--- src/hdl/cse_pkg.sv ---
// ----------------------------------------------------------------------------
// cse_pkg
// shared types and constants of the streaming cosine similarity engine
// ----------------------------------------------------------------------------
`default_nettype none

package cse_pkg;

  localparam int ELEM_BITS = 16;
  localparam int ACC_BITS  = 42;
  localparam int OUT_FRAC  = 15;
  localparam int PROD_BITS = 2 * ELEM_BITS;
  // wide words of the square-root search
  localparam int WIDE_BITS = 120;
  localparam int MUL_CNT_BITS = 6;

  typedef struct packed {
    logic signed [ELEM_BITS-1:0] elem_a;
    logic signed [ELEM_BITS-1:0] elem_b;
    logic                        last;
  } in_t;

  typedef struct packed {
    logic signed [ELEM_BITS-1:0] similarity;
    logic                        zero_denominator;
  } out_t;

  typedef struct packed {
    logic signed [ACC_BITS-1:0] dot;
    logic        [ACC_BITS-1:0] norm_a;
    logic        [ACC_BITS-1:0] norm_b;
  } acc_t;

endpackage

`default_nettype wire

--- src/hdl/cse_front.sv ---
// ----------------------------------------------------------------------------
// cse_front
// product stage and saturating accumulators, one element pair per cycle unless a full queue stalls
// ----------------------------------------------------------------------------
`default_nettype none

module cse_front (
  input  wire logic          clk,
  input  wire logic          rst,
  input  wire logic          push,
  input  wire cse_pkg::in_t  item,
  output logic               full,
  output logic               q_wr,
  output cse_pkg::acc_t      q_wdata,
  input  wire logic          q_full
);
  import cse_pkg::*;

  logic                        p_valid;
  logic                        p_last;
  logic signed [PROD_BITS-1:0] p_dot;
  logic        [PROD_BITS-1:0] p_na;
  logic        [PROD_BITS-1:0] p_nb;

  logic signed [ACC_BITS-1:0]  dot;
  logic        [ACC_BITS-1:0]  norm_a;
  logic        [ACC_BITS-1:0]  norm_b;

  logic                        stall;
  logic                        accepted;
  logic signed [ACC_BITS:0]    dsum;
  logic        [ACC_BITS:0]    asum;
  logic        [ACC_BITS:0]    bsum;
  acc_t                        sat;

  assign stall    = p_valid && p_last && q_full;
  assign full     = stall;
  assign accepted = push && !stall;

  always_comb begin
    dsum = {dot[ACC_BITS-1], dot} + (ACC_BITS+1)'(p_dot);
    asum = {1'b0, norm_a} + (ACC_BITS+1)'(p_na);
    bsum = {1'b0, norm_b} + (ACC_BITS+1)'(p_nb);
    // clamp to the accumulator range instead of wrapping
    if (dsum[ACC_BITS] != dsum[ACC_BITS-1]) begin
      sat.dot = dsum[ACC_BITS] ? {1'b1, {(ACC_BITS-1){1'b0}}} : {1'b0, {(ACC_BITS-1){1'b1}}};
    end else begin
      sat.dot = dsum[ACC_BITS-1:0];
    end
    sat.norm_a = asum[ACC_BITS] ? {ACC_BITS{1'b1}} : asum[ACC_BITS-1:0];
    sat.norm_b = bsum[ACC_BITS] ? {ACC_BITS{1'b1}} : bsum[ACC_BITS-1:0];
  end

  assign q_wr    = p_valid && p_last && !q_full;
  assign q_wdata = sat;

  always_ff @(posedge clk) begin
    if (!stall) begin
      p_last <= item.last;
      p_dot  <= item.elem_a * item.elem_b;
      p_na   <= PROD_BITS'(item.elem_a * item.elem_a);
      p_nb   <= PROD_BITS'(item.elem_b * item.elem_b);
    end
  end

  always_ff @(posedge clk) begin
    if (rst) begin
      p_valid <= 1'b0;
      dot     <= '0;
      norm_a  <= '0;
      norm_b  <= '0;
    end else if (!stall) begin
      p_valid <= accepted;
      if (p_valid) begin
        if (p_last) begin
          dot    <= '0;
          norm_a <= '0;
          norm_b <= '0;
        end else begin
          dot    <= sat.dot;
          norm_a <= sat.norm_a;
          norm_b <= sat.norm_b;
        end
      end
    end
  end

endmodule

`default_nettype wire

--- config.mk ---
export PLATFORM = sky130hd
export DESIGN_NAME = cse_front
export DESIGN_NICKNAME = d
export VERILOG_FILES = /design/src/hdl/cse_pkg.sv /design/src/hdl/cse_front.sv
export SDC_FILE = /design/constraint.sdc
export NUM_CORES = 2
export LEC_CHECK = 0
export BUFFER_PORTS_ARGS = -buffer_cell sky130_fd_sc_hd__buf_4
export CAP_MARGIN = 20
export CORE_MARGIN = 2
export CORE_UTILIZATION = 60
export CTS_CLUSTER_SIZE = 30
export DETAILED_ROUTE_END_ITERATION = 12
export PLACE_DENSITY = 0.87
export SLEW_MARGIN = 20
export SYNTH_ARGS = -nofsm -noshare
export SYNTH_HDL_FRONTEND = slang
export SYNTH_SLANG_ARGS = --single-unit
--- constraint.sdc ---
create_clock -name clk -period 10.3 [get_ports clk]
set_clock_uncertainty 0.1 [all_clocks]
set_input_delay 1.545 -clock clk [delete_from_list [all_inputs] [get_ports clk]]
set_output_delay 1.545 -clock clk [all_outputs]
set_load 0.005 [all_outputs]
Yosys cells after proc, flatten, opt, wreduce, memory -nomap -nowiden
Index checks and enable logic that the tools add are counted.

cells by class
  reductions and logical operators = 7
  shift operators = 0
  eq/ne operators = 1
  $mul = 3
  order comparisons = 0
  $add $sub $neg = 3
  mux-type cells = 7
  div/mod/pow operators = 0
  bitwise logic cells = 1

operators by type and width
  operator                      count
  2-to-1 mux 42 bit             7
  adder 42 x 32 -> 43 bit       3
  multiplier 16 x 16 -> 32 bit  3
  logical AND 1 bit             4
  logical NOT 1 bit             2
  AND reduction 2 bit           1
  inequality test 1 bit         1
  inverter 1 bit                1

storage, ports and cells
  output and inout bits = 128
  logic and storage cells = 30
  bits in read-only memories = 0
  latch bits = 0
  RAM bits = 0
  bits in registers = 224
  memories = 0

Longest topological paths before layout
  depth in word-level cells = 4
  mapped depth = 27
  gate-level depth less buffers = 25

Worst setup path before layout
No wires, ideal clock.

  path kind = input to register
  start = input item[32] in the netlist's numbering
  end = register p_dot[31], data pin
  setup slack = 2337 ps
  cell stages on the path = 22
  data arrival time = 7604 ps
  setup time = 260 ps
  cells stage by stage = clkbuf_1 clkinv_1 clkbuf_1 nor2_1 fa_1 fa_1 fa_1 fa_1 fa_1 inv_1 fa_1 inv_1 ha_1 inv_1 o21bai_1 a2111oi_0 o31ai_1 a2111oi_0 nor2_1 o21a_1 nor2_1 xnor2_1

between the ends
  word-level cells in the longest chain between the ends = 1

RTL lines
  what                          RTL line         source
  start, declared               cse_front.sv:11  input wire cse_pkg::in_t item,
  multiplier 16 x 16 -> 32 bit  cse_front.sv:60  p_dot <= item.elem_a * item.elem_b;
  end signal, assigned          cse_front.sv:60
  end, declared                 cse_front.sv:21  logic signed [PROD_BITS-1:0] p_dot;

Every way passes these cells.
A chain may end at the register's enable or synchronous reset.

Worst setup path after layout
  start = input item[4] in the netlist's numbering
  end = register p_nb[30], data pin

between the ends
  word-level cells in the longest chain between the ends = 1

RTL lines
  what                          RTL line         source
  multiplier 16 x 16 -> 32 bit  cse_front.sv:62  p_nb <= PROD_BITS'(item.elem_b * item.elem_b);
  end signal, assigned          cse_front.sv:62
  end, declared                 cse_front.sv:23  logic [PROD_BITS-1:0] p_nb;

Every way passes these cells.

==> flow_metrics.py <==
metrics = {
    "run_status": {
        "outcome": "finished clean",
    },
    "sta": {
        "period_share_pct": 79.96,
        "rsz0062_at_grt": "false",
        "tightest_slew_ns": 1.090,
        "setup_violations": 0,
        "slew_headroom_pct": 27.35,
        "setup_ws_ns": 2.064,
        "fin_setup_tns_ns": 0,
        "clock.fmax_mhz": 121.4,
        "fin_crit_ns": 8.236,
        "final-max-slew-violation-count": 0,
        "final_hold_viol_count": 0,
    },
    "clocking": {
        "cts_buffers": 26,
        "clk_latency_ns": 0.57,
        "cts-root-buf": "clkbuf_16",
        "cts_tree": "done",
        "cts_max_path_buffers": 3,
        "post-cts-setup-buffers": 0,
        "htreeDepth": 1,
        "clk_pin_slew_ns": 0.07,
        "cts_resized": 0,
        "clock_sinks": 222,
        "cts_hold_buf": 0,
    },
    "cells_and_area": {
        "fill_cells": 5210,
        "drive_gt1_share_pct": 6.209,
        "fin_nets": 5710,
        "final_common_cell": "inv_1",
        "mostFrequentLayoutCells": "inv_1 (963), fa_1 (730), nand2_1 (452)",
        "area_delta_synth_final_pct": 6.199,
        "seqCellArea_sq_mm": 0.005395,
        "utilization_pct": 64.70,
        "multiInputGateArea_sq_mm": 0.03140,
    },
    "logic_synthesis": {
        "synth_edf_count": 95,
        "ys_seq_elements": 222,
        "yosysWarnings": 0,
        "synthDistinctLibCells": 87,
        "syn_nets": 5683,
        "syn_area_per_cell_sq_um": 9.054,
        "syn_area_sq_mm": 0.04113,
        "synthArstFlopShare_pct": 0,
        "synth_flop_cell": "dfxtp_1",
        "synthesis.instances": 4543,
        "synth-seq-area-share_pct": 13.12,
    },
    "drt": {
        "drt_first_pass_iters": 9,
        "wl_mm": 101.4,
        "drt-vias-per-instance": 5.864,
        "dr_wl_met3_mm": 9.044,
        "top_layer": "met5",
        "met2WireLength_mm": 49.55,
        "drc": 0,
        "wl_met1_mm": 39.53,
        "first_iter_violations": 2645,
        "detail-route-antenna-nets": 0,
        "vias": 32041,
        "wl_per_cell_um": 18.56,
    },
    "worst_setup_path": {
        "setup.worst_path.end_class": "register",
        "worstSetupPathType": "primary input to register",
        "path_max_fanout": 28,
        "worst_ep_required_time_ns": 10.50,
        "startpoint_type": "primary input",
        "cp_data_arrival_time_ns": 8.44,
    },
    "global_route": {
        "grt_max_degree": 76,
        "grt_pass1_wl_mm": 165.8,
        "grt_overflow": 0,
        "grt_pass1_vias": 33404,
        "gr-usage-all-layers_pct": 29.14,
        "grt_antenna_before_repair": 5,
    },
    "job": {
        "maxCapViolations": 0,
    },
    "floorplanning": {
        "rows": 95,
        "start_util_pct": 60.93,
        "core_region_area_sq_mm": 0.06751,
        "design.die.area_sq_mm": 0.07067,
        "die_h_um": 265.8,
        "num_io_pins": 165,
        "die_w_um": 265.8,
    },
    "placed_design": {
        "gp_congestion": 0.9538,
        "dp_hpwl_mm": 79.07,
        "post-place-ws_ns": 1.616,
        "portBuffers": 164,
    },
    "hold_path": {
        "hold_path_class": "register to register",
    },
}
metrics by stage:
step | hold slack, ns | std cells | instance area, sq um
6_report | 0.3561 | 5464 | 43680
5_1_grt | 0.3761 | 5464 | 43680
4_1_cts | 0.3586 | 5463 | 43680
3_5_place_dp | 0.3480 | 5415 | 42850
3_3_place_gp | 0.3403 | 5415 | 42850
2_1_floorplan | 0.3291 | 4543 | 41130
synth_stat cells (5+ instances only):
master | instances | area (sq um)
a211oi_1 | 20 | 150.1
o21ai_1 | 15 | 75.07
maj3_1 | 12 | 120.1
and4_1 | 8 | 70.07
fa_1 | 730 | 14610
or2_2 | 20 | 125.1
nand4_1 | 29 | 181.4
a22o_1 | 59 | 516.8
a22oi_1 | 12 | 90.09
clkinv_1 | 8 | 30.03
a221oi_1 | 6 | 52.55
buf_2 | 14 | 70.07
a31o_2 | 18 | 157.7
buf_1 | 5 | 18.77
a21o_1 | 93 | 698.2
xnor2_1 | 158 | 1384
nor2b_1 | 16 | 100.1
o21ai_0 | 109 | 545.5
dfxtp_1 | 127 | 2542
and2_1 | 167 | 1045
nand2b_1 | 28 | 175.2
or3_1 | 6 | 37.54
xor2_1 | 61 | 534.3
a311oi_1 | 5 | 43.79
nand3_1 | 47 | 235.2
nor2_1 | 271 | 1017
a221o_1 | 14 | 140.1
a211o_1 | 6 | 52.55
o31ai_1 | 10 | 75.07
o21bai_1 | 33 | 247.7
nor2_2 | 9 | 56.30
ha_1 | 373 | 4667
o21a_1 | 23 | 172.7
and3_1 | 30 | 187.7
inv_1 | 963 | 3615
o211ai_1 | 15 | 112.6
a31oi_1 | 25 | 156.4
edfxtp_1 | 95 | 2853
nor3_1 | 28 | 140.1
a21oi_1 | 182 | 910.9
a41oi_1 | 10 | 87.58
clkbuf_1 | 151 | 566.8
nand2_1 | 452 | 1697
path summary, 6_finish.rpt:
kind	depth (start not counted)	slack, ns	endpoint	startpoint
hold / removal	2	0.36	dot[27]$_SDFFE_PP0P_	dot[27]$_SDFFE_PP0P_
hold reg to reg	2	0.36	dot[27]$_SDFFE_PP0P_	dot[27]$_SDFFE_PP0P_
setup reg to reg	11	5.28	dot[4]$_SDFFE_PP0P_	p_dot[31]$_DFFE_PN_
setup / recovery	22	2.06	p_nb[30]$_DFFE_PN_	item[4]
layer usage:
metal / global-route usage [%] / vias to the layer above
met4: 9.626 / 4
met1: 38.32 / 15986
met5: 0 / -
li1: - / 14388
met2: 49.04 / 1422
met3: 5.129 / 241
state kept, by name, summed over array words and instances (netlist names):
register / flops
p_last: 1
norm_a: 42
p_nb: 31
p_na: 31
p_valid: 1
p_dot: 32
dot: 42
norm_b: 42
worst max-delay path: stages:
cell and delay, ns:
buf_4 0.30, clkinv_1 0.45, nor2_1 0.37, fa_1 0.62, fa_1 0.57, fa_1 0.45, fa_1 0.52, fa_1 0.50
inv_1 0.06, fa_1 0.49, inv_1 0.04, ha_1 0.35, nand4_1 0.12, or2_2 0.12, nor2_1 0.05, and3_1 0.19
o31a_1 0.32, o311ai_1 0.61, nand3_1 0.20, a31o_2 0.29, a21oi_1 0.17, xnor2_1 0.10
layout make-up:
class	count	share of cell area (%)
sequential	222	12.35
antenna	1	0.005728
tap	873	2.500
timing repair buffer	176	3.025
multi-input combinational	3172	71.87
clock buffer	34	1.558
clock inverter	14	0.3351
inverter	972	8.352
kinds of logic (layout without fill, tap and decap cells):
| family | count (synthesis) | in the layout | share of synthesized area (%) |
|---|---|---|---|
| buffers and inverters | 1149 | 1196 | 10.62 |
| AO/OA/AOI/OAI | 705 | 705 | 11.62 |
| multiplexers | 8 | 8 | 0.2068 |
| XOR/XNOR | 219 | 219 | 4.663 |
| AND/OR/NAND/NOR | 1125 | 1125 | 12.61 |
| flip-flops | 222 | 222 | 13.12 |
| adder cells (fa/ha/maj) | 1115 | 1115 | 47.17 |
| other | 0 | 1 | 0 |
Power is left out: the tool's default activity adds up to more than one toggle a clock period on the data nets, which glitch-free logic cannot reach.
