### config.mk
export PLATFORM = sky130hd
export DESIGN_NAME = cse_back
export DESIGN_NICKNAME = d
export VERILOG_FILES = /design/src/hdl/cse_pkg.sv /design/src/hdl/cse_back.sv
export SDC_FILE = /design/constraint.sdc
export NUM_CORES = 2
export LEC_CHECK = 0
export BUFFER_PORTS_ARGS = -buffer_cell sky130_fd_sc_hd__buf_2
export CAP_MARGIN = 20
export CORE_ASPECT_RATIO = 0.9
export CORE_MARGIN = 2
export CORE_UTILIZATION = 67
export DETAILED_ROUTE_END_ITERATION = 10
export PLACE_DENSITY = 0.92
export RECOVER_POWER = 100
export SLEW_MARGIN = 20
export SYNTH_ARGS = -nofsm -noshare
export SYNTH_HDL_FRONTEND = slang
export SYNTH_SLANG_ARGS = --single-unit
### constraint.sdc
create_clock -name clk -period 28 [get_ports clk]
set_clock_uncertainty 0.2 [all_clocks]
set_input_delay 4.2 -clock clk [delete_from_list [all_inputs] [get_ports clk]]
set_output_delay 4.2 -clock clk [all_outputs]
set_load 0.005 [all_outputs]
### src/hdl/cse_pkg.sv
// ----------------------------------------------------------------------------
// cse_pkg
// shared types and constants of the streaming cosine similarity engine
// ----------------------------------------------------------------------------
`default_nettype none

package cse_pkg;

  localparam int ELEM_BITS = 16;
  localparam int ACC_BITS  = 42;
  localparam int OUT_FRAC  = 15;
  localparam int PROD_BITS = 2 * ELEM_BITS;
  // wide words of the square-root search
  localparam int WIDE_BITS = 120;
  localparam int MUL_CNT_BITS = 6;

  typedef struct packed {
    logic signed [ELEM_BITS-1:0] elem_a;
    logic signed [ELEM_BITS-1:0] elem_b;
    logic                        last;
  } in_t;

  typedef struct packed {
    logic signed [ELEM_BITS-1:0] similarity;
    logic                        zero_denominator;
  } out_t;

  typedef struct packed {
    logic signed [ACC_BITS-1:0] dot;
    logic        [ACC_BITS-1:0] norm_a;
    logic        [ACC_BITS-1:0] norm_b;
  } acc_t;

endpackage

`default_nettype wire

### src/hdl/cse_back.sv
// ----------------------------------------------------------------------------
// cse_back
// shift-add products, bit-serial square-root search and result register
// ----------------------------------------------------------------------------
`default_nettype none

module cse_back (
  input  wire logic          clk,
  input  wire logic          rst,
  input  wire cse_pkg::acc_t q_rdata,
  input  wire logic          q_empty,
  output logic               q_rd,
  output cse_pkg::out_t      result,
  output logic               empty,
  input  wire logic          pop
);
  import cse_pkg::*;

  typedef enum logic [2:0] {IDLE, MUL, PREP, ROOT, DONE} state_t;

  state_t                  state;
  logic                    neg;
  logic                    zero;
  logic [2*ACC_BITS-1:0]   mc_p;
  logic [ACC_BITS-1:0]     mp_p;
  logic [2*ACC_BITS-1:0]   acc_p;
  logic [2*ACC_BITS-1:0]   mc_d;
  logic [ACC_BITS-1:0]     mp_d;
  logic [2*ACC_BITS-1:0]   acc_d;
  logic [MUL_CNT_BITS-1:0] mcnt;
  logic [WIDE_BITS-1:0]    rhs;
  logic [WIDE_BITS-1:0]    s_acc;
  logic [WIDE_BITS-1:0]    v_acc;
  logic [WIDE_BITS-1:0]    u_acc;
  logic [3:0]              bitk;
  logic [OUT_FRAC:0]       q;
  logic                    out_valid;

  logic [WIDE_BITS-1:0]    cand;
  logic                    fits;
  logic [ACC_BITS-1:0]     mag;
  logic                    out_free;
  logic [ELEM_BITS-1:0]    sim;

  assign mag      = q_rdata.dot[ACC_BITS-1] ? ACC_BITS'(-q_rdata.dot) : ACC_BITS'(q_rdata.dot);
  assign cand     = s_acc + v_acc + u_acc;
  assign fits     = (cand <= rhs);
  assign out_free = !out_valid || pop;
  assign q_rd     = (state == IDLE) && !q_empty;
  assign empty    = !out_valid;

  always_comb begin
    if (zero) begin
      sim = '0;
    end else if (neg) begin
      sim = ELEM_BITS'(-q);
    end else if (q[OUT_FRAC]) begin
      sim = {1'b0, {(ELEM_BITS-1){1'b1}}};
    end else begin
      sim = ELEM_BITS'(q);
    end
  end

  always_ff @(posedge clk) begin
    if (rst) begin
      state     <= IDLE;
      out_valid <= 1'b0;
    end else begin
      out_valid <= ((state == DONE) && out_free) || (out_valid && !pop);
      case (state)
        IDLE: begin
          if (!q_empty) begin
            neg   <= q_rdata.dot[ACC_BITS-1];
            zero  <= (q_rdata.norm_a == '0) || (q_rdata.norm_b == '0);
            mc_p  <= (2*ACC_BITS)'(q_rdata.norm_a);
            mp_p  <= q_rdata.norm_b;
            acc_p <= '0;
            mc_d  <= (2*ACC_BITS)'(mag);
            mp_d  <= mag;
            acc_d <= '0;
            mcnt  <= '0;
            q     <= '0;
            state <= ((q_rdata.norm_a == '0) || (q_rdata.norm_b == '0)) ? DONE : MUL;
          end
        end
        MUL: begin
          if (mp_p[0]) acc_p <= acc_p + mc_p;
          if (mp_d[0]) acc_d <= acc_d + mc_d;
          mc_p <= mc_p << 1;
          mp_p <= mp_p >> 1;
          mc_d <= mc_d << 1;
          mp_d <= mp_d >> 1;
          mcnt <= mcnt + 1'b1;
          if (mcnt == MUL_CNT_BITS'(ACC_BITS - 1)) begin
            state <= PREP;
          end
        end
        PREP: begin
          rhs   <= WIDE_BITS'(acc_d) << (2 * OUT_FRAC);
          u_acc <= WIDE_BITS'(acc_p) << (2 * OUT_FRAC);
          s_acc <= '0;
          v_acc <= '0;
          bitk  <= 4'(OUT_FRAC);
          state <= ROOT;
        end
        ROOT: begin
          // candidate = (q + 2^k)^2 * P, kept as s + v + u with v = q*P<<(k+1), u = P<<2k
          if (fits) begin
            s_acc   <= cand;
            q[bitk] <= 1'b1;
          end
          v_acc <= (v_acc >> 1) + (fits ? u_acc : '0);
          u_acc <= u_acc >> 2;
          bitk  <= bitk - 1'b1;
          // full scale reached: no lower bit may be added
          if ((bitk == 4'(OUT_FRAC) && fits) || bitk == '0) begin
            state <= DONE;
          end
        end
        DONE: begin
          if (out_free) begin
            result.similarity       <= sim;
            result.zero_denominator <= zero;
            state                   <= IDLE;
          end
        end
        default: state <= IDLE;
      endcase
    end
  end

  a_zero_gives_zero: assert property (@(posedge clk) disable iff (rst)
    out_valid && result.zero_denominator |-> result.similarity == '0)
    else $error("zero denominator with nonzero similarity");

  a_no_overwrite: assert property (@(posedge clk) disable iff (rst)
    out_valid && !pop |=> out_valid && $stable(result))
    else $error("waiting result overwritten");

  a_root_bits: assert property (@(posedge clk) disable iff (rst)
    state == ROOT && q[OUT_FRAC] |-> q[OUT_FRAC-1:0] == '0)
    else $error("root exceeded full scale");

endmodule

`default_nettype wire

Word level (Yosys, flattened, before mapping)
Index checks and enable logic that the tools add are counted.

cells by class
  reduce and logical (&&, ||, !) cells = 29
  bitwise gates (word level) = 3
  mux-type cells = 35
  $lt $le $gt $ge = 3
  eq/ne operators = 13
  add/sub/neg operators = 9

operators with widths
  cell                count
  $pmux 120 s2        3
  $pmux 84 s2         4
  $mux 84             5
  $add 120x120->120   2
  $mux 120            2
  $add 84x84->84      2
  $pmux 42 s2         2
  $mux 42             3
  $add 119x120->120   1
  $le 120x114->1      1
  $logic_not 42->1    2
  $mux 16             3
  $neg 42->42         1
  $pmux 16 s2         1
  $neg 16->16         1
  $or 16x16->16       1
  $reduce_and 4->1    4
  $mux 15             1
  $mux 3              5
  $pmux 3 s5          1
  $ne 2x2->1 const B  7
  $pmux 6 s2          1
  $reduce_and 3->1    4
  $pmux 4 s2          1
  other kinds (20)    34

storage, ports and cells
  input port bits = 130
  logic and storage cells = 111
  output and inout port bits = 19
  register bits = 913

Longest topological paths before layout
  depth in word-level cells = 7
  depth in mapped cells = 47
  mapped depth without buffers = 44

Worst setup path before layout
Ideal clock, no wire load.

  path type = flip-flop to flip-flop
  start = reg v_acc[1]
  end = reg s_acc[0], enable pin
  buffers on the path = 0
  stages on the path, launching flop included = 29
  library setup time = 639 ps
  required time = 27161 ps
  clock period less this slack = 12398 ps
  slack = 15602 ps
  data arrival time = 11559 ps
  path through = edfxtp_1 fa_1 ha_1 fa_1 a211oi_1 o211ai_1 a21oi_1 a2111oi_0 o21ai_0 a311oi_1 a21o_1 a211oi_1 o21bai_1 a21oi_1 o21ai_0 xor2_1 ha_1 nand4_1 nor3_1 nand3_1 nor4_1 nand4_1 nor3_1 nand4_1 nor4_1 nand4_1 a211oi_1 nand4_1 a21oi_1

on the way
  word-level cells in the longest chain between the ends = 5

RTL lines
  element                            RTL line         text
  start, declared                    cse_back.sv:33   logic [WIDE_BITS-1:0] v_acc;
  start signal, assigned             cse_back.sv:112  v_acc <= (v_acc >> 1) + (fits ? u_acc : '0);
  $add 120x120->120 (2 in a row)     cse_back.sv:46   assign cand = s_acc + v_acc + u_acc;
  named net cand[69]                 cse_back.sv:39   logic [WIDE_BITS-1:0] cand;
  $le 120x114->1                     cse_back.sv:47   assign fits = (cand <= rhs);
  $ne 2x2->1 (no source line)        --
  $reduce_and 3->1 (no source line)  --
  end signal, assigned               cse_back.sv:109  s_acc <= cand;
  end, declared                      cse_back.sv:32   logic [WIDE_BITS-1:0] s_acc;

The timed path passes the listed nets, and every way through them passes these cells.
A chain may end at the register's enable or synchronous reset.

Worst setup path after layout
  start = reg v_acc[1]
  end = reg v_acc[116], data pin

on the way
  word-level cells in the longest chain between the ends = 6

RTL lines
  element                         RTL line         text
  $add 120x120->120 (2 in a row)  cse_back.sv:46
  named net cand[109]             cse_back.sv:39
  $le 120x114->1                  cse_back.sv:47
  $mux 120                        cse_back.sv:112
  $add 119x120->120               cse_back.sv:112
  $pmux 120 s2                    cse_back.sv:70   case (state)

The timed path passes the listed nets, and every way through them passes these cells.

==> impl_metrics.py <==
metrics = {
    "drt": {
        "route.detailed.drc": 0,
        "via_count": 53800,
        "ant_nets": 0,
        "dr.pass1.iters": 7,
        "drt_iter0_markers": 7073,
        "wl_mm": 186,
        "via_per_inst": 6.66,
        "wl_per_cell_um": 23.0,
    },
    "critical_path": {
        "arrival_ns": 17.37,
        "critical_path_class": "register to register",
        "required_ns": 28.24,
        "cp_slowest_cell": "clkbuf_1",
        "worst_setup_path_end_kind": "register",
        "startpoint_type": "register",
        "cpPeakStageDelay_ns": 2.34,
        "path_common_cell": "nand4_1",
        "path_max_fanout": 78,
    },
    "yosys": {
        "async_flop_share_pct": 0,
        "synth.distinct_cells": 88,
        "synth_nets": 7498,
        "synth_area_per_cell_um2": 9.58,
        "yosysTopAreaCell": "edfxtp_1",
        "yosys.area.top_type_share_pct": 41.9,
        "yosys-top-cells-area": "edfxtp_1 42%, ha_1 9.6%, nand2_1 5.2%",
        "yosysWarnings": 0,
        "synth_ff_type": "edfxtp_1",
        "synth_cells": 6755,
        "syn_area_um2": 64700,
        "yosysSeqAreaShare_pct": 42.0,
        "ys_ff_latch": 907,
        "synth_edf_count": 903,
    },
    "global_routing": {
        "grt_use_met3_pct": 8.45,
        "grt_pass1_vias": 50600,
        "grt_max_degree": 116,
        "grt_pass1_wl_mm": 288,
        "antenna_found_initial": 6,
        "gr-max-usage-layer": "met2",
        "grtUsageMet1_pct": 54.4,
        "grtUsageTotal_pct": 36.9,
        "use_met2_pct": 55.0,
        "grt.overflow.total": 0,
    },
    "clock_network": {
        "postCtsHoldBufs": 0,
        "ctsResizeCount": 0,
        "cts_made_buffers": 95,
        "cts_tree": "yes",
        "clk_pin_slew_worst_paths_ns": 0.06,
        "clock_latency_ns": 0.71,
        "h-tree-depth": 3,
        "root_buffer": "clkbuf_16",
        "postCtsSetupBuffers": 0,
        "clock-sinks": 907,
        "cts_max_path_buffers": 3,
    },
    "power_and_ir_drop": {
        "p_per_area_nw_per_um2": 75.5,
        "p_leak_nw": 28.1,
        "irDropWorstVdd_v": 0.0000529,
    },
    "layout": {
        "final_cells": 8081,
        "syn_to_final_growth_pct": 7.17,
        "diodes": 0,
        "nets": 7479,
        "fillers": 6737,
        "layout-drive-gt1-share_pct": 5.02,
        "multi_input_area_um2": 35400,
        "seqCellArea_um2": 27200,
    },
    "placed_design": {
        "port_buffers": 148,
        "hpwl_mm": 140,
        "dp.cells": 7903,
        "place_congestion": 1.03,
    },
    "floorplanning": {
        "die-area_um2": 99100,
        "core_area_um2": 96100,
        "die_y_um": 299,
        "die_w_um": 332,
        "rows": 108,
        "start_util_pct": 67.3,
        "io_pins": 149,
    },
    "timing": {
        "finalSetupTns_ns": 0,
        "period_needed_ns": 17.14,
        "drv_slew": 1989,
        "clock.fmax_mhz": 58.4,
        "hold_viol_final": 0,
        "setup_viol": 0,
        "tightest_slew_ns": 5.87,
        "slew_headroom_pct": -293,
        "fin_crit_sh_pct": 61.2,
        "rsz0062_at_grt": "no",
    },
    "worst_hold_path": {
        "min_path_type": "register to register",
    },
    "outcome": {
        "failed_checks": "max-capacitance violations, max-slew violations",
        "status": "finished with violations",
    },
    "run": {
        "maxCapViolations": 29,
    },
}
## power by group
group / internal (mW) / leakage [nW] / switching, mW
Sequential: 1.75 / 8.53 / 0.123
Combinational: 0.728 / 18.0 / 1.26
Clock: 0.777 / 1.61 / 0.593
## synth_stat cells (14+ instances only)
library cell,number
nor2_1,597
nand2b_1,58
xnor2_1,229
a21oi_1,586
nand3_1,82
o31ai_1,45
nor3_1,92
o21bai_1,113
fa_1,118
nor2b_1,56
a211oi_1,39
or3_1,40
o21a_1,130
inv_1,245
xor2_1,184
or2_2,14
nand4_1,156
and4_1,19
a31oi_1,46
a21o_1,278
nor4_1,47
and3_1,71
a21boi_0,25
clkbuf_1,276
mux2i_1,17
edfxtp_1,903
ha_1,495
o211ai_1,34
o21ai_0,312
and2_1,320
a221oi_1,14
a311oi_1,16
nand2_1,892
## cells in the final DEF (no fill, tap or decap), types with 17 or more instances in the layout
master       n
clkinv_2    19
nand2_1    892
fa_1       118
nand3_1     82
and2_1     180
nor3_1      92
nor2b_1     56
edfxtp_1   903
nor2_1     596
ha_1       495
a31oi_1     46
o211ai_1    34
a21o_1     278
a211oi_1    39
inv_1      243
clkbuf_16   96
xnor2_1    229
o31ai_1     47
o21ai_0    314
buf_2      138
clkbuf_1    45
nand4_1    156
mux2i_1     17
and4_1      19
o21bai_1   113
and3_1      71
o21a_1     130
or3_1       40
a21boi_0    25
a21oi_1    583
nor4_1      48
and2_0     140
xor2_1     184
nand2b_1    58
## sequential cells by signal, summed over array words and instances, names as in the netlist, 3 cells and up
signal	cells
u_acc	114
mc_p	84
q	16
v_acc	120
result	17
acc_p	84
mp_p	42
mcnt	6
acc_d	84
s_acc	120
rhs	84
mp_d	42
bitk	4
mc_d	84
state	3
## worst max-delay path, delay by kind of cell, from the launching register on
family          cells  cell delay, ns
buf+inv             1            2.34
fa+ha+maj           5            1.84
xor+xnor            1            0.19
simple gates       17            5.81
compound gates     16            5.82
flops               1            0.43
mux                 1            0.15
## stage by stage
stage | hold WS [ns] | power (mW) | worst slack [ns] | cell area [µm²] | utilization, %
floorplan | 0.231 | 3.26 | 15.60 | 64700 | -
global placement | 0.243 | 3.72 | 14.27 | 66200 | 68.9
detailed placement | 0.244 | 3.78 | 13.98 | 66200 | 68.9
CTS | 0.262 | 5.15 | 13.87 | 69500 | 72.4
global route | 0.285 | 5.48 | 9.95 | 69300 | 72.2
finish | 0.262 | 5.23 | 10.86 | 69300 | 72.2
## final cells by class
cell class / instances / area share, %
Inverter: 245 / 1.33
Timing Repair Buffer: 181 / 1.26
Sequential cell: 907 / 39.2
Clock buffer: 104 / 3.51
Tap cell: 1265 / 2.28
Clock inverter: 73 / 1.29
Multi-Input combinational cell: 5306 / 51.1
## cell families after synthesis
logic type / synth area share (%)
AOI/OAI and AO/OA: 17.3
buffers and inverters: 3.22
xor gates and xnor gates: 5.59
DFF: 42.0
and+or+nand+nor: 18.3
muxes: 0.280
adders and majority gates: 13.2
## worst paths after layout
check | startpoint | endpoint | slack (ns) | cells past startpoint
min reg2reg | acc_d[43] | rhs[73] | 0.26 | 0
max | v_acc[1] | v_acc[116] | 10.86 | 41
min | acc_d[43] | rhs[73] | 0.26 | 0
max reg2reg | v_acc[1] | v_acc[116] | 10.86 | 41
## metal layers
metal	share of wire, %	vias up
li1	-	24500
met5	0.043	-
met4	3.2	10
met3	12	440
met2	43	3225
met1	42	25700
(Power assumes the default switching activity.)
