### src/hdl/cse_pkg.sv
// ----------------------------------------------------------------------------
// cse_pkg
// shared types and constants of the streaming cosine similarity engine
// ----------------------------------------------------------------------------
`default_nettype none

package cse_pkg;

  localparam int ELEM_BITS = 16;
  localparam int ACC_BITS  = 42;
  localparam int OUT_FRAC  = 15;
  localparam int PROD_BITS = 2 * ELEM_BITS;
  // wide words of the square-root search
  localparam int WIDE_BITS = 120;
  localparam int MUL_CNT_BITS = 6;

  typedef struct packed {
    logic signed [ELEM_BITS-1:0] elem_a;
    logic signed [ELEM_BITS-1:0] elem_b;
    logic                        last;
  } in_t;

  typedef struct packed {
    logic signed [ELEM_BITS-1:0] similarity;
    logic                        zero_denominator;
  } out_t;

  typedef struct packed {
    logic signed [ACC_BITS-1:0] dot;
    logic        [ACC_BITS-1:0] norm_a;
    logic        [ACC_BITS-1:0] norm_b;
  } acc_t;

endpackage

`default_nettype wire

### src/hdl/cse_fifo.sv
// ----------------------------------------------------------------------------
// cse_fifo
// two-entry queue of finished accumulator sets between front and back
// ----------------------------------------------------------------------------
`default_nettype none

module cse_fifo (
  input  wire logic         clk,
  input  wire logic         rst,
  input  wire logic         wr,
  input  wire cse_pkg::acc_t wdata,
  output logic              q_full,
  input  wire logic         rd,
  output cse_pkg::acc_t     rdata,
  output logic              q_empty
);
  import cse_pkg::*;

  acc_t       mem [2];
  logic       wptr;
  logic       rptr;
  logic [1:0] count;

  assign q_full  = (count == 2'd2);
  assign q_empty = (count == 2'd0);
  assign rdata   = mem[rptr];

  always_ff @(posedge clk) begin
    if (wr && !q_full) begin
      mem[wptr] <= wdata;
    end
  end

  always_ff @(posedge clk) begin
    if (rst) begin
      wptr  <= 1'b0;
      rptr  <= 1'b0;
      count <= 2'd0;
    end else begin
      if (wr && !q_full) begin
        wptr <= ~wptr;
      end
      if (rd && !q_empty) begin
        rptr <= ~rptr;
      end
      count <= count + 2'(wr && !q_full) - 2'(rd && !q_empty);
    end
  end

endmodule

`default_nettype wire

### config.mk
export PLATFORM = sky130hd
export DESIGN_NAME = cse_fifo
export DESIGN_NICKNAME = d
export VERILOG_FILES = /design/src/hdl/cse_pkg.sv /design/src/hdl/cse_fifo.sv
export SDC_FILE = /design/constraint.sdc
export NUM_CORES = 1
export LEC_CHECK = 0
export BUFFER_PORTS_ARGS = -buffer_cell sky130_fd_sc_hd__buf_2
export CELL_PAD_IN_SITES_DETAIL_PLACEMENT = 1
export CELL_PAD_IN_SITES_GLOBAL_PLACEMENT = 1
export CORE_ASPECT_RATIO = 2
export CORE_MARGIN = 4
export CORE_UTILIZATION = 33
export CTS_BUF_LIST = sky130_fd_sc_hd__clkbuf_16
export DETAILED_ROUTE_END_ITERATION = 6
export PLACE_DENSITY_LB_ADDON = 0.1
export SETUP_SLACK_MARGIN = 0.1
export SLEW_MARGIN = 20
export SYNTH_ARGS = -nofsm -noshare
export SYNTH_HDL_FRONTEND = slang
export SYNTH_SLANG_ARGS = --single-unit
### constraint.sdc
create_clock -name clk -period 7.1 [get_ports clk]
set_input_delay 0 -clock clk [delete_from_list [all_inputs] [get_ports clk]]
set_output_delay 0 -clock clk [all_outputs]
set_load 0.01 [all_outputs]
**Word-level counts from Yosys, hierarchy flattened**

Memories as Yosys holds them, arrays and structs flattened. A register that Yosys moved wholly into a read port is not among the register bits.
Cells that the tools add are included.

- Memory bits (writable): 252
- Bits of input ports: 130
- Output and inout bits: 128
- Logic and storage cells: 18
- Register bits: 4
- Memories: 1

- Eq/ne operators: 1
- Add/sub/neg operators: 2
- Mux-type cells: 4
- Reduce and logical (&&, ||, !) cells: 5
- Bitwise operators: 2

Memory list:

| memory | words | bits a word | read ports | clocked after memory_dff | write ports | line | text |
|---|---|---|---|---|---|---|---|
| mem | 2 | 126 | 1 | 1 | 1 | cse_fifo.sv:19 | `acc_t mem [2];` |

Operator list:

| kind | number |
|---|---|
| two-way mux 1 bit | 4 |
| adder 2 x 1 -> 2 bit | 1 |
| == test 2 bit, second input constant | 1 |
| logical AND 1 bit | 2 |
| zero test 1 bit | 2 |
| zero test 2 bit | 1 |
| inverter 1 bit | 2 |
| subtractor 2 x 1 -> 2 bit | 1 |

**Depth between registers and ports, before layout**

Gate-level depths: netlist (run 1).

- Word-level depth: 5
- Gate-level depth with buffers: 8
- Depth with buffers taken out: 8

**Worst setup path after synthesis (run 1)**

Ideal clock, no wire load.

- Kind: register to register
- Start: register count[0]
- End: memory mem[1][0] in the netlist's numbering, enable pin
- Setup slack: 3.173 ns
- Arrival: 3.427 ns
- Path buffers: 0
- Cell stages (with the launch flop): 3
- Data required time: 6.599 ns
- Setup time: 0.501 ns
- Period minus slack after synthesis: 3.927 ns
- Cell sequence: dfxtp_1 nand2b_2 and3_1

- Cells in the longest elaborated chain, start to end: 5

Ends and longest elaborated chain:

| element | line | text |
|---|---|---|
| start, declared | cse_fifo.sv:22 | `logic [1:0] count;` |
| start signal, assigned | cse_fifo.sv:46 | `count <= count + 2'(wr && !q_full) - 2'(rd && !q_empty);` |
| == test 2 bit | cse_fifo.sv:24 | `assign q_full = (count == 2'd2);` |
| zero test 1 bit | cse_fifo.sv:29 | `if (wr && !q_full) begin` |
| logical AND 1 bit | cse_fifo.sv:29 |  |
| two-way mux 1 bit | cse_fifo.sv:29 |  |
| two-way mux 1 bit (not written as such) | cse_fifo.sv:30 | `mem[wptr] <= wdata;` |
| end, declared | cse_fifo.sv:19 |  |

Every way passes these cells.

==> run summary, run 1 <==
Clock skew: 0.005475 ns
Post-route ant nets: 0
Gpl congestion: 0.7523
H-tree levels: 1
Synth top cells by count: 252 x edfxtp_1, 86 x mux2_2, 40 x mux2_4
Layout cells sized above 1: 50.06%
Max transition margin: 30.71%
Post-route minimum period: 3.041 ns
DR WL/cell: 18.66 µm
Post-synth top flop: edfxtp_1
I/O Buffers: 257
MaxCap Viol Count: 0
Reg-to-Reg End: mem[0][79]
Part of the power in registers: 46.6%
Register area share after synthesis: 80.91%
Clk sinks: 257
Status: finished, final reports clean
Syn nets: 551
Clock-pin slew on the worst setup and hold paths: 0.06 ns
Fin cells: 1190
Height of the die: 247.7 µm
Post-Syn Area: 9477 µm²
Cts hold-fix bufs: 130
Number of global-route vias before repair: 5989
CTS buffer count: 23
Pwr/cell area: 334.4 nW/µm²
Total Wirelength: 22.21 mm
Leakage power: 5.007 nW
Synth area leaders: edfxtp_1 80%, mux2_2 10%, mux2_4 6.3%
Peak supply drop: 0.0002158 V
Part of the power in combinational logic: 26.5%
Final Hold Viols: 0
Net Switching: 0.001216 W
Post-synth EDFFs: 252
Placed cell count: 1021
Area leader, netlist: edfxtp_1
Count leader, synth: edfxtp_1
Worst Path Arrival: 3.04 ns
Worst Tran Pin Value: 1.039 ns
Internal: 0.003175 W
CTS tree: done
Total gr overflow: 0
Syn. warnings: 0
Crit-path max FO: 67
Register bit total from synthesis: 257
Layout area overhead: 38.57%
Distinct cells, synth: 21
# setup viols final: 0
Average size of a mapped cell: 22.62 µm²
R2r setup slk: 4.33 ns
Core area: 28300 µm²
First-pass GRT wire length: 32.95 mm
Total setup buffers inserted after CTS: 0
Share of the synthesized area in the top cell type: 79.85%
Achievable Freq: 328.9 MHz
Worst flop-to-flop path startpoint: count[0]
Area of the multi-input gates: 1692 µm²
Synthesized netlist cell count: 419
Total track usage: 13.58%
Crit share post-route: 42.83%
Critical path class: flop to primary output
Fin Setup TNS: 0 ns
Via density: 4.450
Die width: 127.8 µm
Row cnt: 87
Largest net degree at the start of global routing: 75
Drt initial violations: 209
Worst Setup EP: rdata[70]
Die ar.: 31660 µm²
Final-stage net count: 952
Antenna violations before repair: 1
Max Transition Viols Final: 0
Via count: 5296
Initial core utilization: 33.48%
R2R cell count: 5
Clk pwr share: 27.0%
Switching share of power: 27.70%
RSZ-0062 raised after global routing: false
Clk buf depth: 3
PostCTS Resize Cnt: 0
Root buffer cell: clkbuf_16
Io pins: 258
Final HPWL DP: 14.22 mm
Initial DRT Pass Iterations: 4
Layout fillers: 2787
Worst-skew pair later-pin latency: 0.51 ns
# DRC: 0
CP endpoint kind: primary output
Register area: 7671 µm²
Worst hold path class: input pin to flop
Worst setup SP type: flop
Async S/R FF share, synth: 0%
Required time worst endpoint: 7.10 ns
per-layer routing:
| metal | vias to the layer above | GRT usage, % | share of wire, % | wire length (µm) |
|---|---|---|---|---|
| met5 | - | 0 | 0 | 0 |
| met4 | 0 | 5.438 | 2.9 | 650 |
| met3 | 39 | 2.843 | 5.8 | 1288 |
| met2 | 166 | 26.19 | 57 | 12660 |
| met1 | 2633 | 13.97 | 34 | 7608 |
| li1 | 2458 | - | - | - |
worst max-delay path, cell delays in order, from the launching register on:
cell and delay (ns):
dfxtp_4 0.96, buf_4 0.91, mux2_2 0.44, buf_2 0.15
metrics by stage:
stage                     utilization [%]  hold WS (ns)  area, µm²  setup WS [ns]  power, W
after global placement              39.35        0.1886      11140          4.362  0.003193
after CTS                           46.39        0.1694      13130          3.878  0.004491
after global routing                46.40        0.1839      13130          3.817  0.004624
after floorplan                         -       0.06907       9477          3.173  0.002781
after detailed placement            39.35        0.1913      11140          4.259  0.003223
final                               46.40        0.2002      13130          4.059  0.004391
layout by cell type, fill, tap and decap left out, drive strengths merged:
cell	count
buf	260
edfxtp	252
dlygate4sd3	130
mux2	126
clkbuf	23
inv	10
clkinv	7
dfxtp	5
nor2	4
ha	2
bufinv	2
diode	1
o21a	1
nand2b	1
nand2	1
and3	1
or3	1
nor2b	1
xnor2	1
o21ai	1
a21oi	1
xor2	1
and2	1
nor3	1
layout make-up:
type | instances | share of cell area, %
Multi-Input combinational cell | 144 | 12.88
Sequential cell | 257 | 58.42
Clock inverter | 15 | 0.8766
Tap cell | 356 | 3.392
Inverter | 4 | 0.1525
Antenna cell | 1 | 0.01906
Timing Repair Buffer | 390 | 19.88
Clock buffer | 23 | 4.383
state kept, by name, summed over array words and instances, names as in the netlist, named ones only:
name / count
rptr: 1
wptr: 1
count: 2
mem: 252
worst min path at each step:
stage / from / slack (ns) / end / cells after the start
floorplan: rst / 0.07 / wptr / 1
global placement: wdata[80] / 0.19 / mem[0][80] / 1
detailed placement: wdata[81] / 0.19 / mem[1][81] / 1
CTS: wdata[76] / 0.17 / mem[0][76] / 2
global route: wdata[28] / 0.18 / mem[1][28] / 2
finish: wdata[28] / 0.20 / mem[0][28] / 2
cell families after synthesis:
kind of cell / share of synthesized area (%)
AOI/OAI and AO/OA: 0.1848
xor gates and xnor gates: 0.1849
adders and majority gates: 0.2640
buffers and inverters: 1.294
DFF: 80.91
muxes: 16.56
and+or+nand+nor: 0.6074
power by group through the flow:
stage,Sequential [W],Combinational [W],Clock (W)
4_1_cts,0.00205,0.00120,0.00123
3_3_place_gp,0.00207,0.00112,0
6_report,0.00204,0.00116,0.00118
3_5_place_dp,0.00209,0.00114,0
2_1_floorplan,0.00203,0.000754,0
5_1_grt,0.00207,0.00126,0.00129
No activity file was read; power rests on OpenSTA's default activity.
==> inputs of run 2 (changes only) <==
ABC_AREA = 1   (was not set)
clock period = 2.6 ns   (was 7.1 ns; I/O delays follow)
==> run 2 against run 1 <==
Clock power rose to 2.8 times the previous value. Register-to-register slack got worse by 3.4 ns. Utilization rose by 0.52 points. Critical endpoint is now rdata[56]. Highest routed layer unchanged.
==> run summary, run 2 <==
Status: finished, final reports clean
Most frequent cells in the layout: 257 x buf_2, 252 x edfxtp_1, 129 x dlygate4sd3_1
Synth Area in Simple Gates: 0.8301%
Number of global-route vias before repair: 6224
MaxCap Viol Count: 0
Required time worst endpoint: 2.60 ns
Async S/R FF share, synth: 0%
Largest net degree at the start of global routing: 84
Drt initial violations: 199
Compound-Gate Fraction of Synth Area: 0.1054%
Synthesized netlist cell count: 431
Achievable Freq: 498.1 MHz
Share of the synthesized area in the top cell type: 79.69%
Antenna diode instance count: 0
# setup viols final: 0
Leakage power: 5.101 nW
Syn. warnings: 0
Die ar.: 31720 µm²
Clock skew: 0.005165 ns
Max transition margin: 49.56%
Initial core utilization: 33.55%
Area leader, netlist: edfxtp_1
RSZ-0062 raised after global routing: false
Layout area overhead: 39.83%
# DRC: 0
Share of synthesized area spent on multiplexers: 16.52%
Xor and xnor area share after synthesis: 0%
Adder-cell share of the synthesized area: 0.2635%
Clock-pin slew on the worst setup and hold paths: 0.06 ns
Layout cells sized above 1: 50.47%
Crit share post-route: 77.21%
Power Total: 0.01176 W
Post-route minimum period: 2.007 ns
Synth area leaders: edfxtp_1 80%, mux2_2 10%, mux2_4 6.3%
Gpl congestion: 0.7159
Initial DRT Pass Iterations: 4
Peak supply drop: 0.0008225 V
I/O Buffers: 257
PostCTS Resize Cnt: 0
Total gr overflow: 0
Height of the die: 247.9 µm
CP endpoint kind: primary output
Register bit total from synthesis: 257
Critical path class: flop to primary output
Worst hold path class: input pin to flop
Most common cell after layout, fill and taps aside: buf_2
Worst Tran Pin Value: 0.7566 ns
Total Wirelength: 22.62 mm
Average size of a mapped cell: 22.03 µm²
Design area: 13280 µm²
Pre-CTS setup slack: 0.8596 ns
Pwr/cell area: 885.9 nW/µm²
Total setup buffers inserted after CTS: 0
CTS buffer count: 24
Synth top cells by count: 252 x edfxtp_1, 86 x mux2_2, 40 x mux2_4
Final HPWL DP: 15.15 mm
Via density: 4.451
Crit-path max FO: 43
Final Hold Viols: 0
Post-Syn Area: 9495 µm²
Clk buf depth: 3
Post-synth EDFFs: 252
DR WL/cell: 18.73 µm
H-tree levels: 1
Number of flip-flops in the largest register: 252
Post-route ant nets: 0
Clk sinks: 257
Worst Path Arrival: 2.01 ns
Setup WS post-layout: 0.5925 ns
Syn nets: 563
Post-synth top flop: edfxtp_1
Io pins: 258
Max Transition Viols Final: 0
Register area share after synthesis: 80.75%
Final-stage net count: 967
Root buffer cell: clkbuf_16
Total track usage: 13.90%
Count leader, synth: edfxtp_1
Core area: 28300 µm²
Distinct cells, synth: 12
Main combinational cell family by area after synthesis: multiplexers
Worst setup SP type: flop
Layout fillers: 2779
Row cnt: 87
CTS tree: done
Reg with most FFs: mem
Worst-skew pair later-pin latency: 0.51 ns
Via count: 5377
First-pass GRT wire length: 33.77 mm
Antenna violations before repair: 0
Post-DP Area: 11230 µm²
Largest registers: mem (252), count (2)
Die width: 127.9 µm
## run 2: cell types whose count changed after synthesis, sizes merged, moves of 3 or more
| cell | previous run | this run |
|---|---|---|
| inv | 4 | 10 |
| nand3 | 0 | 3 |
| nor2 | 4 | 9 |
| nand2 | 1 | 8 |
## run 2: cell families (layout without fill, tap and decap cells)
logic type,Yosys count,after routing
flops,257,257
fa+ha+maj,2,2
buf+inv,24,445
simple gates,20,20
compound gates,2,2
mux,126,126
## run 2: critical path, stage by stage (launching register included)
cell and delay (ns):
dfxtp_4 0.36, buf_4 0.52, mux2_2 0.43, buf_2 0.15
## run 2: final timing paths
check,slack (ns),startpoint,depth (start not counted),to
max,0.59,flop,3,rdata[56]
min,0.19,rst,3,count[0]
min reg2reg,0.50,rptr,2,flop
max reg2reg,0.89,count[0],5,mem[0][76]
## run 2: stage by stage
| stage | utilization [%] | hold WS (ns) | setup TNS, ns | instances |
|---|---|---|---|---|
| floorplan | - | 0.06383 | -45.99 | 431 |
| global placement | 39.70 | 0.1735 | 0 | 1036 |
| detailed placement | 39.70 | 0.1913 | 0 | 1036 |
| CTS | 46.91 | 0.1660 | 0 | 1208 |
| global route | 46.91 | 0.1815 | 0 | 1208 |
| finish | 46.91 | 0.1924 | 0 | 1208 |
## run 2: area by class of cell
| type | count | area (µm²) | share of cell area (%) |
|---|---|---|---|
| sequential | 257 | 7674 | 57.79 |
| timing repair buffer | 392 | 2660 | 20.03 |
| multi-input combinational | 150 | 1705 | 12.84 |
| clock buffer | 25 | 625.6 | 4.712 |
| tap | 356 | 445.4 | 3.355 |
| clock inverter | 18 | 126.4 | 0.9518 |
| inverter | 10 | 41.29 | 0.3110 |
## run 2: timing repair
item	CTS	global route
hold buffers	129	0
hold endpoints to repair	257	0
setup endpoints to repair	0	0
## run 2: where the power goes
group / internal [W] / total (W) / switching [W]
clock: 0.00193 / 0.00335 / 0.00143
sequential: 0.00526 / 0.00540 / 0.000142
combinational: 0.00141 / 0.00300 / 0.00159
total: 0.00860 / 0.0118 / 0.00316
## run 2: per-layer routing
| layer | global-route usage [%] | wire length (µm) |
|---|---|---|
| met5 | 0 | 0 |
| met4 | 4.969 | 583 |
| met3 | 2.520 | 1190 |
| met2 | 28.60 | 13750 |
| met1 | 13.18 | 7096 |
==> inputs of run 3 (changes only) <==
clock period = 2.1 ns   (was 2.6 ns; I/O delays follow)
==> run 3 against run 2 <==
Total power is 24% higher. Register-to-register slack got worse by 0.39 ns. Clock power is 24% higher. Via count fell by 1.3%. Utilization is 0.15 points higher. Die area unchanged. Critical path type unchanged. Critical endpoint is now rdata[13].
==> run summary, run 3 (synthesis gave the netlist of run 2 again) <==
Layout area overhead: 40.27%
CTS buffer count: 24
Final-stage net count: 968
Worst hold path class: input pin to flop
Total Wirelength: 22.23 mm
Design area: 13320 µm²
Root buffer cell: clkbuf_16
Worst Path Arrival: 1.82 ns
Hold slack: 0.1986 ns
Row cnt: 87
Crit share post-route: 86.90%
Drt initial violations: 181
Number of flip-flops in the largest register: 252
Power Total: 0.01460 W
Antenna violations before repair: 1
Achievable Freq: 548.0 MHz
Required time worst endpoint: 2.10 ns
Max Transition Viols Final: 0
Post-route ant nets: 0
Initial core utilization: 33.55%
Number of global-route vias before repair: 6141
CTS tree: done
Worst Tran Pin Value: 0.6446 ns
Final Hold Viols: 0
Layout cells sized above 1: 50.53%
Die ar.: 31720 µm²
Total setup buffers inserted after CTS: 0
Core area: 28300 µm²
CP endpoint kind: primary output
Layout fillers: 2820
Crit-path max FO: 53
Height of the die: 247.9 µm
Total track usage: 13.67%
Worst-skew pair later-pin latency: 0.52 ns
GRT busiest layer: met2
RSZ-0062 raised after global routing: false
Clk buf depth: 3
Final HPWL DP: 14.82 mm
Setup WS post-layout: 0.2752 ns
GRT met1 Usage: 13.02%
Pre-CTS setup slack: 0.5159 ns
Initial DRT Pass Iterations: 6
Pwr/cell area: 1096 nW/µm²
Total gr overflow: 0
# DRC: 0
# setup viols final: 0
Io pins: 258
Placed cell count: 1037
Reg with most FFs: mem
Clock-pin slew on the worst setup and hold paths: 0.06 ns
Post-DP Area: 11280 µm²
DR WL/cell: 18.40 µm
Critical path class: flop to primary output
H-tree levels: 1
Largest registers: mem (252), count (2)
Most frequent cells in the layout: 257 x buf_2, 252 x edfxtp_1, 129 x dlygate4sd3_1
Most common cell after layout, fill and taps aside: buf_2
Clock skew: 0.007979 ns
Leakage power: 5.096 nW
Max transition margin: 57.03%
Die width: 127.9 µm
Fin cells: 1208
Via density: 4.394
Clk sinks: 257
Area of the multi-input gates: 1705 µm²
Met3 Resource Use GR: 2.929%
Register area: 7674 µm²
Peak supply drop: 0.0007184 V
Status: finished, final reports clean
Cts hold-fix bufs: 129
Met2 Use GR: 27.24%
Via count: 5308
Post-route minimum period: 1.825 ns
PostCTS Resize Cnt: 0
Worst setup SP type: flop
I/O Buffers: 257
MaxCap Viol Count: 0
Gpl congestion: 0.7223
First-pass GRT wire length: 33.18 mm
Largest net degree at the start of global routing: 96
## run 3: changes by cell type in the layout (fill, tap and decap cells not counted)
cell        delta
buf_12         +3
buf_4          -2
clkinv_1       +2
clkinv_2       -2
clkinvlp_4     +1
diode_2        +1
inv_1          -3
## run 3: worst paths after layout
check / from / slack [ns] / cells past startpoint / end
max: flop / 0.28 / 3 / rdata[13]
min reg2reg: rptr / 0.52 / 2 / rptr
min: wdata[114] / 0.20 / 2 / mem[1][114]
max reg2reg: count[0] / 0.50 / 5 / mem[1][68]
## run 3: area by class of cell
type	instances	area share, %
Inverter	10	0.3100
Tap cell	356	3.344
Sequential cell	257	57.61
Clock buffer	25	4.697
Clock inverter	16	0.9018
Multi-Input combinational cell	150	12.80
Antenna cell	1	0.01879
Timing Repair Buffer	393	20.31
## run 3: power breakdown
| group | switching, W | internal [W] | leakage [nW] |
|---|---|---|---|
| combinational | 0.00195 | 0.00180 | 2.32 |
| clock | 0.00177 | 0.00238 | 0.383 |
| sequential | 0.000180 | 0.00651 | 2.40 |
| total | 0.00391 | 0.0107 | 5.10 |
## run 3: metrics by stage
step / util (%) / TNS (ns)
global route: 47.06 / 0
floorplan: - / -171.99
finish: 47.06 / 0
global placement: 39.85 / 0
CTS: 47.05 / 0
detailed placement: 39.85 / 0
## run 3: layer usage
metal  wire length [µm]  up-vias
met3               1221       41
met4                784        0
met2              13030      160
met1               7194     2605
met5                  0        -
li1                   -     2502
## run 3: critical path, cell delays in order (launching register included)
cell and delay (ns):
dfxtp_4 0.39, buf_12 0.29, mux2_2 0.42, buf_2 0.15
